### src/sv/tps_pkg.sv
`timescale 1ns / 1ps

package tps_pkg;

  // Number of task slots, one chain cell per slot.
  localparam int MAX_TASKS = 16;
  localparam int SLOT_W    = (MAX_TASKS > 1) ? $clog2(MAX_TASKS) : 1;
  localparam int CNT_W     = $clog2(MAX_TASKS + 1);

  localparam int CMD_W     = 2;
  localparam int ID_W      = 32;
  localparam int STATUS_W  = 3;

  localparam int S_FIELDS_W = CMD_W + ID_W + 1;
  localparam int M_FIELDS_W = STATUS_W + ID_W + 1;
  localparam int S_TDATA_W  = ((S_FIELDS_W + 7) / 8) * 8;
  localparam int M_TDATA_W  = ((M_FIELDS_W + 7) / 8) * 8;

  localparam logic [ID_W-1:0] ID_FIRST = ID_W'(1);

  typedef enum logic [CMD_W-1:0] {
    CMD_SPAWN    = 2'd0,
    CMD_DISPATCH = 2'd1,
    CMD_REPORT   = 2'd2,
    CMD_WAKE     = 2'd3
  } cmd_e;

  typedef enum logic [1:0] {
    KIND_FREE    = 2'd0,
    KIND_READY   = 2'd1,
    KIND_RUNNING = 2'd2,
    KIND_PENDING = 2'd3
  } kind_e;

  typedef enum logic [STATUS_W-1:0] {
    ST_OK           = 3'd0,
    ST_NONE_READY   = 3'd1,
    ST_ALL_DONE     = 3'd2,
    ST_FULL         = 3'd3,
    ST_NOT_PENDING  = 3'd4,
    ST_NONE_RUNNING = 3'd5,
    ST_BUSY         = 3'd6
  } status_e;

  typedef enum logic [1:0] {
    OP_FIND_FREE = 2'd0,
    OP_FIND_PEND = 2'd1,
    OP_SET_KIND  = 2'd2
  } op_e;

  typedef enum logic [1:0] {
    S_IDLE  = 2'd0,
    S_POP   = 2'd1,
    S_CHAIN = 2'd2,
    S_RESP  = 2'd3
  } state_e;

  // Token that walks the cell chain, one cell per cycle.
  typedef struct packed {
    logic              vld;
    op_e               op;
    logic [ID_W-1:0]   key;
    logic [SLOT_W-1:0] slot;
    kind_e             kind;
    logic              hit;
  } tok_t;

  // One ready queue entry: slot number and the id of its task.
  typedef struct packed {
    logic [SLOT_W-1:0] slot;
    logic [ID_W-1:0]   id;
  } rq_entry_t;

endpackage

### src/sv/tps_cell.sv
`timescale 1ns / 1ps

module tps_cell (
  input  logic                      clk_i,
  input  logic                      rst_ni,
  input  logic [tps_pkg::SLOT_W-1:0] idx_i,
  input  tps_pkg::tok_t             tok_i,
  output tps_pkg::tok_t             tok_o
);
  import tps_pkg::*;

  kind_e           kind_q, kind_d;
  logic [ID_W-1:0] id_q, id_d;
  tok_t            tok_q, tok_d;

  // The first matching cell claims a search token; later cells see hit set.
  always_comb begin
    kind_d = kind_q;
    id_d   = id_q;
    tok_d  = tok_i;
    if (tok_i.vld) begin
      case (tok_i.op)
        OP_FIND_FREE: begin
          if (!tok_i.hit && kind_q == KIND_FREE) begin
            kind_d     = KIND_READY;
            id_d       = tok_i.key;
            tok_d.hit  = 1'b1;
            tok_d.slot = idx_i;
          end
        end
        OP_FIND_PEND: begin
          if (!tok_i.hit && kind_q == KIND_PENDING && id_q == tok_i.key) begin
            kind_d     = KIND_READY;
            tok_d.hit  = 1'b1;
            tok_d.slot = idx_i;
          end
        end
        OP_SET_KIND: begin
          if (tok_i.slot == idx_i) begin
            kind_d    = tok_i.kind;
            tok_d.hit = 1'b1;
          end
        end
        default: begin
          tok_d = tok_i;
        end
      endcase
    end
  end

  always_ff @(posedge clk_i or negedge rst_ni) begin
    if (!rst_ni) begin
      kind_q <= KIND_FREE;
      tok_q  <= '0;
    end else begin
      kind_q <= kind_d;
      tok_q  <= tok_d;
    end
  end

  always_ff @(posedge clk_i) begin
    id_q <= id_d;
  end

  assign tok_o = tok_q;

endmodule

### src/sv/tps_ready_fifo.sv
`timescale 1ns / 1ps

module tps_ready_fifo (
  input  logic                      clk_i,
  input  logic                      rst_ni,
  input  logic                      push_i,
  input  tps_pkg::rq_entry_t        push_data_i,
  input  logic                      pop_i,
  output tps_pkg::rq_entry_t        head_o,
  output logic [tps_pkg::CNT_W-1:0] count_o
);
  import tps_pkg::*;

  rq_entry_t         mem [MAX_TASKS];
  rq_entry_t         rd_q;
  logic [SLOT_W-1:0] head_q, head_d;
  logic [SLOT_W-1:0] tail_q, tail_d;
  logic [CNT_W-1:0]  count_q, count_d;

  function automatic logic [SLOT_W-1:0] wrap_inc(input logic [SLOT_W-1:0] p);
    logic [SLOT_W-1:0] r;
    if (p == SLOT_W'(MAX_TASKS - 1)) begin
      r = '0;
    end else begin
      r = p + SLOT_W'(1);
    end
    return r;
  endfunction

  always_comb begin
    head_d  = head_q;
    tail_d  = tail_q;
    count_d = count_q;
    if (push_i) begin
      tail_d = wrap_inc(tail_q);
    end
    if (pop_i) begin
      head_d = wrap_inc(head_q);
    end
    if (push_i && !pop_i) begin
      count_d = count_q + CNT_W'(1);
    end else if (pop_i && !push_i) begin
      count_d = count_q - CNT_W'(1);
    end
  end

  always_ff @(posedge clk_i or negedge rst_ni) begin
    if (!rst_ni) begin
      head_q  <= '0;
      tail_q  <= '0;
      count_q <= '0;
    end else begin
      head_q  <= head_d;
      tail_q  <= tail_d;
      count_q <= count_d;
    end
  end

  always_ff @(posedge clk_i) begin
    if (push_i) begin
      mem[tail_q] <= push_data_i;
    end
  end

  always_ff @(posedge clk_i) begin
    rd_q <= mem[head_q];
  end

  assign head_o  = rd_q;
  assign count_o = count_q;

endmodule

### src/sv/task_ready_pending_scheduler_top.sv
`timescale 1ns / 1ps

// Channel  Direction  Signals                          Transaction
// s_axis   in         tvalid, tready, tdata[39:0]      one scheduler command
// m_axis   out        tvalid, tready, tdata[39:0]      one status result
//
// Each command takes one transaction in and gives exactly one transaction out.
// Chain commands (spawn, wake, a report of the running task and a dispatch that
// finds a ready task) pass a token through every cell, one cell per slot, before
// they load their result; a dispatch first pops the ready queue. The others load
// it without the chain. The next command is taken in the cycle after the load.
// Reset is asynchronous and active low; it frees every slot at once.
// A stalled result lets the next command run but holds back its result.

module task_ready_pending_scheduler_top (
  input  logic                          clk_i,
  input  logic                          rst_ni,
  input  logic                          s_axis_tvalid,
  output logic                          s_axis_tready,
  // [1:0] cmd, [33:2] task_id, [34] poll_done, [39:35] zero
  input  logic [tps_pkg::S_TDATA_W-1:0] s_axis_tdata,
  output logic                          m_axis_tvalid,
  input  logic                          m_axis_tready,
  // [2:0] status, [34:3] result_id, [35] finished, [39:36] zero
  output logic [tps_pkg::M_TDATA_W-1:0] m_axis_tdata
);
  import tps_pkg::*;

  // Unpacked view of the incoming transaction.
  cmd_e            in_cmd;
  logic [ID_W-1:0] in_task_id;
  logic            in_poll_done;
  logic            accept;

  assign in_cmd       = cmd_e'(s_axis_tdata[CMD_W-1:0]);
  assign in_task_id   = s_axis_tdata[CMD_W +: ID_W];
  assign in_poll_done = s_axis_tdata[CMD_W + ID_W];
  assign accept       = s_axis_tvalid && s_axis_tready;

  state_e state_q, state_d;

  // Running task is tracked here, so its id never has to be read back out of
  // the chain.
  logic              run_vld_q, run_vld_d;
  logic [SLOT_W-1:0] run_slot_q, run_slot_d;
  logic [ID_W-1:0]   run_id_q, run_id_d;
  logic [CNT_W-1:0]  pend_cnt_q, pend_cnt_d;
  logic [ID_W-1:0]   next_id_q, next_id_d, next_id_inc;

  // Result being assembled, and the output register that holds it.
  status_e         res_status_q, res_status_d;
  logic [ID_W-1:0] res_id_q, res_id_d;
  logic            res_fin_q, res_fin_d;
  logic            out_vld_q, out_vld_d;
  logic [M_TDATA_W-1:0] out_data_q;
  logic            out_load;

  // Ready queue.
  logic       rq_push, rq_pop;
  rq_entry_t  rq_push_data, rq_head;
  logic [CNT_W-1:0] rq_count;

  // Cell chain: chain[0] is the token launched by the sequencer, and
  // chain[MAX_TASKS] is what leaves the last cell.
  tok_t launch_tok;
  tok_t chain [MAX_TASKS+1];
  tok_t chain_end;

  assign chain[0]  = launch_tok;
  assign chain_end = chain[MAX_TASKS];

  for (genvar g = 0; g < MAX_TASKS; g++) begin : g_cells
    tps_cell u_cell (
      .clk_i  (clk_i),
      .rst_ni (rst_ni),
      .idx_i  (SLOT_W'(g)),
      .tok_i  (chain[g]),
      .tok_o  (chain[g+1])
    );
  end

  tps_ready_fifo u_ready_fifo (
    .clk_i       (clk_i),
    .rst_ni      (rst_ni),
    .push_i      (rq_push),
    .push_data_i (rq_push_data),
    .pop_i       (rq_pop),
    .head_o      (rq_head),
    .count_o     (rq_count)
  );

  // Ids count up from one and skip zero when they wrap.
  assign next_id_inc = (next_id_q == '1) ? ID_FIRST : next_id_q + ID_FIRST;

  assign s_axis_tready = (state_q == S_IDLE);
  assign out_load      = (state_q == S_RESP) && (!out_vld_q || m_axis_tready);

  // Next state.
  always_comb begin
    state_d = state_q;
    case (state_q)
      S_IDLE: begin
        if (accept) begin
          case (in_cmd)
            CMD_SPAWN, CMD_WAKE: state_d = S_CHAIN;
            CMD_DISPATCH: begin
              if (run_vld_q || rq_count == '0) begin
                state_d = S_RESP;
              end else begin
                state_d = S_POP;
              end
            end
            CMD_REPORT: state_d = run_vld_q ? S_CHAIN : S_RESP;
            default:    state_d = S_RESP;
          endcase
        end
      end
      S_POP:   state_d = S_CHAIN;
      S_CHAIN: begin
        if (chain_end.vld) begin
          state_d = S_RESP;
        end
      end
      S_RESP: begin
        if (out_load) begin
          state_d = S_IDLE;
        end
      end
      default: state_d = S_IDLE;
    endcase
  end

  // Datapath and control outputs.
  always_comb begin
    run_vld_d    = run_vld_q;
    run_slot_d   = run_slot_q;
    run_id_d     = run_id_q;
    pend_cnt_d   = pend_cnt_q;
    next_id_d    = next_id_q;
    res_status_d = res_status_q;
    res_id_d     = res_id_q;
    res_fin_d    = res_fin_q;
    launch_tok   = '0;
    rq_push      = 1'b0;
    rq_pop       = 1'b0;
    rq_push_data = '0;

    case (state_q)
      S_IDLE: begin
        if (accept) begin
          res_status_d = ST_OK;
          res_id_d     = '0;
          res_fin_d    = 1'b0;
          case (in_cmd)
            CMD_SPAWN: begin
              launch_tok.vld = 1'b1;
              launch_tok.op  = OP_FIND_FREE;
              launch_tok.key = next_id_q;
            end
            CMD_DISPATCH: begin
              if (run_vld_q) begin
                res_status_d = ST_BUSY;
                res_id_d     = run_id_q;
              end else if (rq_count == '0) begin
                res_status_d = (pend_cnt_q != '0) ? ST_NONE_READY : ST_ALL_DONE;
              end
            end
            CMD_REPORT: begin
              if (!run_vld_q) begin
                res_status_d = ST_NONE_RUNNING;
              end else begin
                res_id_d        = run_id_q;
                res_fin_d       = in_poll_done;
                run_vld_d       = 1'b0;
                launch_tok.vld  = 1'b1;
                launch_tok.op   = OP_SET_KIND;
                launch_tok.slot = run_slot_q;
                launch_tok.kind = in_poll_done ? KIND_FREE : KIND_PENDING;
                if (!in_poll_done) begin
                  pend_cnt_d = pend_cnt_q + CNT_W'(1);
                end
              end
            end
            CMD_WAKE: begin
              launch_tok.vld = 1'b1;
              launch_tok.op  = OP_FIND_PEND;
              launch_tok.key = in_task_id;
            end
            default: begin
              launch_tok = '0;
            end
          endcase
        end
      end

      S_POP: begin
        // The registered head entry has been stable since acceptance.
        rq_pop          = 1'b1;
        run_vld_d       = 1'b1;
        run_slot_d      = rq_head.slot;
        run_id_d        = rq_head.id;
        res_status_d    = ST_OK;
        res_id_d        = rq_head.id;
        res_fin_d       = 1'b0;
        launch_tok.vld  = 1'b1;
        launch_tok.op   = OP_SET_KIND;
        launch_tok.slot = rq_head.slot;
        launch_tok.kind = KIND_RUNNING;
      end

      S_CHAIN: begin
        if (chain_end.vld) begin
          case (chain_end.op)
            OP_FIND_FREE: begin
              if (chain_end.hit) begin
                rq_push           = 1'b1;
                rq_push_data.slot = chain_end.slot;
                rq_push_data.id   = chain_end.key;
                next_id_d         = next_id_inc;
                res_status_d      = ST_OK;
                res_id_d          = chain_end.key;
              end else begin
                res_status_d = ST_FULL;
                res_id_d     = '0;
              end
            end
            OP_FIND_PEND: begin
              if (chain_end.hit) begin
                rq_push           = 1'b1;
                rq_push_data.slot = chain_end.slot;
                rq_push_data.id   = chain_end.key;
                if (pend_cnt_q != '0) begin
                  pend_cnt_d = pend_cnt_q - CNT_W'(1);
                end
                res_status_d = ST_OK;
                res_id_d     = chain_end.key;
              end else begin
                res_status_d = ST_NOT_PENDING;
                res_id_d     = '0;
              end
            end
            default: begin
              res_status_d = res_status_q;
            end
          endcase
        end
      end

      default: begin
        res_status_d = res_status_q;
      end
    endcase
  end

  always_comb begin
    out_vld_d = out_vld_q;
    if (out_load) begin
      out_vld_d = 1'b1;
    end else if (m_axis_tready) begin
      out_vld_d = 1'b0;
    end
  end

  always_ff @(posedge clk_i or negedge rst_ni) begin
    if (!rst_ni) begin
      state_q    <= S_IDLE;
      run_vld_q  <= 1'b0;
      pend_cnt_q <= '0;
      next_id_q  <= ID_FIRST;
      out_vld_q  <= 1'b0;
    end else begin
      state_q    <= state_d;
      run_vld_q  <= run_vld_d;
      pend_cnt_q <= pend_cnt_d;
      next_id_q  <= next_id_d;
      out_vld_q  <= out_vld_d;
    end
  end

  always_ff @(posedge clk_i) begin
    run_slot_q   <= run_slot_d;
    run_id_q     <= run_id_d;
    res_status_q <= res_status_d;
    res_id_q     <= res_id_d;
    res_fin_q    <= res_fin_d;
    if (out_load) begin
      out_data_q <= M_TDATA_W'({res_fin_q, res_id_q, res_status_q});
    end
  end

  assign m_axis_tvalid = out_vld_q;
  assign m_axis_tdata  = out_data_q;

endmodule

### config.mk
export PLATFORM = sky130hd
export DESIGN_NAME = task_ready_pending_scheduler_top
export DESIGN_NICKNAME = d
export VERILOG_FILES = /design/src/sv/tps_pkg.sv /design/src/sv/tps_cell.sv /design/src/sv/tps_ready_fifo.sv /design/src/sv/task_ready_pending_scheduler_top.sv
export SDC_FILE = /design/constraint.sdc
export NUM_CORES = 2
export LEC_CHECK = 0
export ABC_AREA = 1
export BUFFER_PORTS_ARGS = -buffer_cell sky130_fd_sc_hd__buf_2
export CELL_PAD_IN_SITES_DETAIL_PLACEMENT = 1
export CELL_PAD_IN_SITES_GLOBAL_PLACEMENT = 2
export CORE_UTILIZATION = 45
export CTS_CLUSTER_SIZE = 20
export DETAILED_ROUTE_END_ITERATION = 8
export PLACE_DENSITY_LB_ADDON = 0.1
export REMOVE_ABC_BUFFERS = 1
export SKIP_CTS_REPAIR_TIMING = 1
export SYNTH_ARGS = -nofsm -noshare
export SYNTH_HDL_FRONTEND = slang
export SYNTH_SLANG_ARGS = --single-unit
export TNS_END_PERCENT = 10
### constraint.sdc
create_clock -name clk_i -period 11.7 [get_ports clk_i]
set_input_delay 1.755 -clock clk_i [delete_from_list [all_inputs] [get_ports clk_i]]
set_output_delay 1.755 -clock clk_i [all_outputs]
set_load 0.02 [all_outputs]
# Yosys cells after proc, flatten, opt, wreduce, memory -nomap -nowiden
# Memory sizes are Yosys's and may differ from the RTL's. A register that Yosys moved wholly into a read port is not among the register bits.
# Cells that the tools add are included.
[totals]
ff_bits = 1376
ramBits = 576
inputBits = 44
out_inout_bits = 42
word_cells = 733
n_memories = 1
[mem_list]
columns = ["memory", "words", "word_bits", "rd", "rd_clocked_by_memory_dff", "wr", "line", "rtl"]
rows = [
  ["u_ready_fifo.mem", 16, 36, 1, 1, 1, "tps_ready_fifo.sv:14", "rq_entry_t mem [MAX_TASKS];"],
]
[classes]
addsub = 7
n_eq_ne = 148
muxes = 262
reduce_logical = 174
[op_table]
columns = ["op", "n"]
rows = [
  ["42-bit two-way mux", 17],
  ["32-bit equality test", 16],
  ["32-bit two-way mux", 8],
  ["36-bit two-way mux", 4],
  ["4-bit two-way mux", 34],
  ["4-bit one-hot mux with 2 select lines", 16],
  ["2-bit two-way mux", 56],
  ["2-bit by 1-bit != test with 1-bit output (second input constant)", 53],
  ["2-bit one-hot mux with 3 select lines", 17],
  ["32-bit one-hot mux with 3 select lines", 1],
  ["5-bit AND reduction", 16],
  ["2-bit equality test (second input constant)", 36],
  ["2-bit zero test", 35],
  ["1-bit two-way mux", 64],
  ["32-bit one-hot mux with 2 select lines", 1],
  ["3-bit AND reduction", 18],
  ["1-bit logical AND", 52],
  ["3-bit nonzero test", 17],
  ["5-bit two-way mux", 10],
  ["1-bit one-hot mux with 3 select lines", 16],
  ["4-bit equality test (second input constant)", 10],
  ["2-bit by 1-bit equality test with 1-bit output (second input constant)", 19],
  ["32-bit by 1-bit adder with 32-bit output (second input constant)", 1],
  ["32-bit equality test (second input constant)", 1],
  ["26 further kinds", 73],
]

# Longest topological paths before layout
[depth]
ltp_word = 11
depth_mapped = 19
mapped_depth_nobuf = 17

# By module
# From an unflattened synthesis, not the netlist that was laid out.
[unflattened]
cells_unflattened = 8445
area_unflattened_um2 = 85786.0
[by_module_without_submodules]
columns = ["module", "n_inst", "cells_each", "area_each_um2", "seq_area_each_um2"]
rows = [
  ["tps_cell", 16, 317, 3215.6, 2062.0],
  ["tps_ready_fifo", 1, 2464, 26415.3, 18342.6],
  ["task_ready_pending_scheduler_top", 1, 909, 7921.3, 4270.3],
]

# Worst setup path after synthesis
# No wires, ideal clock.
[synth_timing]
path_type = "input-to-reg"
start = "input s_axis_tdata[0] (netlist bit)"
end = "register g_cells[0].u_cell.id_q[0], enable pin"
arrival_time_ps = 4882
required_time_ps = 11239
slack_ps = 6357
cell_stages = 9
path_cell_list = "ha_1 buf_2 buf_2 inv_1 nor2_1 inv_1 ha_1 inv_1 nor3_1"
[synth_rtl]
columns = ["element", "line", "rtl"]
rows = [
  ["from (decl)", "task_ready_pending_scheduler_top.sv:21", "input logic [tps_pkg::S_TDATA_W-1:0] s_axis_tdata,"],
  ["to (signal assigned)", "tps_cell.sv:62", "id_q <= id_d;"],
  ["to (decl)", "tps_cell.sv:13", "logic [ID_W-1:0] id_q, id_d;"],
]

==> metrics <==
outcome complete, no violations; post-synth top area cell edfxtp_1; GRT Residual Overflow 0; Total Routing Usage GR between 20 and 25%; part of the power in the clock network approximately a third; vias per cell approximately 5.3; clock skew about 31 ps; drt total wl slightly above 200000 um; ys flop type edfxtp_1; final worst-path setup slack 7490 ps; drt drc 0; LEAKAGE about 0.034 uW; Yosys top cell area share 47.2%; CTS max path bufs 3; Core Area ~170000 sq um; Layout fillers 16900; max-slew headroom at the worst pin between 20 and 25%; die width a little over 400 um; Fin Setup TNS 0 ps; share of layout cells above drive strength 1 about 9.9%; #FFs+latches synth approximately 2000; Sink Count ~2000; Reg2Reg Depth 7; Max IR drop VDD about 0.21 mV; Starting Density a little under half; kind of critical path input port to register; IO buf count 76; gp weighted congestion approximately 0.81; dominant cells by area after synthesis edfxtp_1 (47%), dfrtp_1 (25%), nand2_1 (4.5%); Critical Path AT 4930 ps; Syn-to-layout area delta 13.2%; die area approximately 170000 sq um; max cap viols 0; unrepaired setup endpoints after global routing false; remaining antenna violation count after routing 0; nets@finish between 6000 and 7000; measured slew at the worst slew-check pin approximately 1100 ps; CTS Buf Count 203; Die Span Y around 410 um; latest clock arrival within the worst-skew pair 840 ps; final setup violation count 0; row count 150; most common cell in the synthesized netlist edfxtp_1; Final HPWL DP approximately 130000 um; pin count of the biggest net entering global routing about 180; drt first pass iters 5; Fmax achieved 238 MHz; Yosys cell types between 50 and 60; fin crit period 4210 ps; Mapped Area between 70000 and 80000 sq um; Post-synth EDFFs ~1200; vias 45700; Net Sw Frac between 30% and 40%; Seq/Total Area, Yosys 72.9%; Sw Pwr 5750 uW; final worst-path cycle share approximately 36%; routed len/inst ~23 um; hold depth 0; CP required around 12000 ps; combinational fraction of design power approximately 18%; fraction of registers with async set/reset between 30% and 40%; CP Capture Type register; Iteration-0 DRC Markers approximately 3000; CP max FO 25; Top Ports 86; vias in the first global route ~49000; P per Cell Area ~220 nW/um^2; Synth Warn # 0; Fin. Hold Viols 0; Synth top cells by count edfxtp_1 (1196), nand2_1 (907), dfrtp_1 (755); P_int 13100 uW; CTS root buf clkbuf_16; class of the worst hold path register to register; sequential power share between 40 and 50%; Syn Inst Count between 6000 and 7000; first-pass GRT wire length a little over 300000 um; Avg Inst Size Synth between 10 and 15 sq um; H-tree depth 4; Final Max Tran Viols 0; worst slack, placed 6560 ps; CTS tree done; CTS clk-pin slew, worst paths ~60 ps; initial antenna violation count 4; CP startpoint kind input port
[power by group through the flow]
stage | clock (uW) | sequential [uW] | combinational, uW
2_1_floorplan | 0 | 8970 | 2000
3_3_place_gp | 0 | 9110 | 3280
3_5_place_dp | 0 | 9150 | 3350
4_1_cts | 6630 | 9020 | 3380
5_1_grt | 6870 | 9070 | 3720
6_report | 6490 | 8990 | 3330
[state kept, by name (all words and copies together) (netlist names), 32 cells and up]
register	count
g_cells.u_cell.kind_q	32
res_id_q	32
g_cells.u_cell.id_q	512
u_ready_fifo.mem	576
u_ready_fifo.head_o	36
next_id_q	32
run_id_q	32
m_axis_tdata	36
g_cells.u_cell.tok_o	670
[per-stage QoR]
step / utilization [%] / hold slack (ps) / area, sq um / power, uW / instances
finish: 51.4 / 399 / 86200 / 18800 / 8665
global route: 51.4 / 414 / 86200 / 19700 / 8659
CTS: 51.4 / 398 / 86200 / 19000 / 8659
detailed placement: 47.4 / 381 / 79500 / 12500 / 8273
global placement: 47.4 / 384 / 79500 / 12400 / 8273
floorplan: - / 347 / 75600 / 11000 / 5931
[path summary, 6_finish.rpt]
check                                             start                            to  slack [ps]
hold / removal             g_cells[14].u_cell.tok_o[23]  g_cells[15].u_cell.tok_o[23]         400
setup / recovery                        s_axis_tdata[1]    g_cells[0].u_cell.tok_o[3]        7490
setup reg to reg                             state_q[0]        u_ready_fifo.mem[1][7]        7940
hold reg to reg            g_cells[14].u_cell.tok_o[23]  g_cells[15].u_cell.tok_o[23]         400
min in group asynchronous                        rst_ni  g_cells[14].u_cell.tok_o[26]         860
max in group asynchronous                        rst_ni    g_cells[4].u_cell.tok_o[0]        8780
[final cells by class]
type,instances,area (sq um),area share (%)
inverter,646,2430,2.82
clock inverter,91,950,1.10
multi-input combinational,3297,17800,20.7
timing repair buffer,138,906,1.05
antenna,6,15.0,0.0174
sequential,1988,55600,64.5
clock buffer,295,5750,6.67
tap,2204,2760,3.20
[logic make-up after synthesis]
group / count (synthesis) / share of synthesized area (%)
simple gates: 2073 / 12.0
other cells: 1 / 0.00492
xor+xnor: 301 / 3.46
compound gates: 831 / 6.11
buf+inv: 792 / 3.99
fa+ha+maj: 88 / 1.47
flops: 1988 / 72.9
[critical path: stages]
cell     delay, ps
buf_2          160
inv_1          110
ha_1           910
inv_1          440
o21ai_0        410
nand2_1        120
nand2_1         90
nand2_1         50
nor2_1          80
nand2_1         70
nor2_1         200
nand3_2        140
nand2_2        120
nand3_2        120
nand2_1         90
inv_1           40
[cells in the final DEF, fill, tap and decap left out, types with 118 or more instances in the layout]
master and instances:
nand3_1 130, xor2_1 141, clkbuf_16 206, dfrtp_1 752, nand2_1 904, xnor2_1 160, or2_2 118, nor2_1 526
edfxtp_1 1196, a21oi_1 197, inv_1 634, o21ai_0 420
[per-layer routing]
metal,track usage (%),vias to the layer above,wire (um)
li1,-,21200,-
met1,30.4,23500,84900
met2,43.1,717,106000
met3,2.84,270,5960
met4,7.16,0,5220
met5,0,-,0
Power figures use the tool's default switching activity.
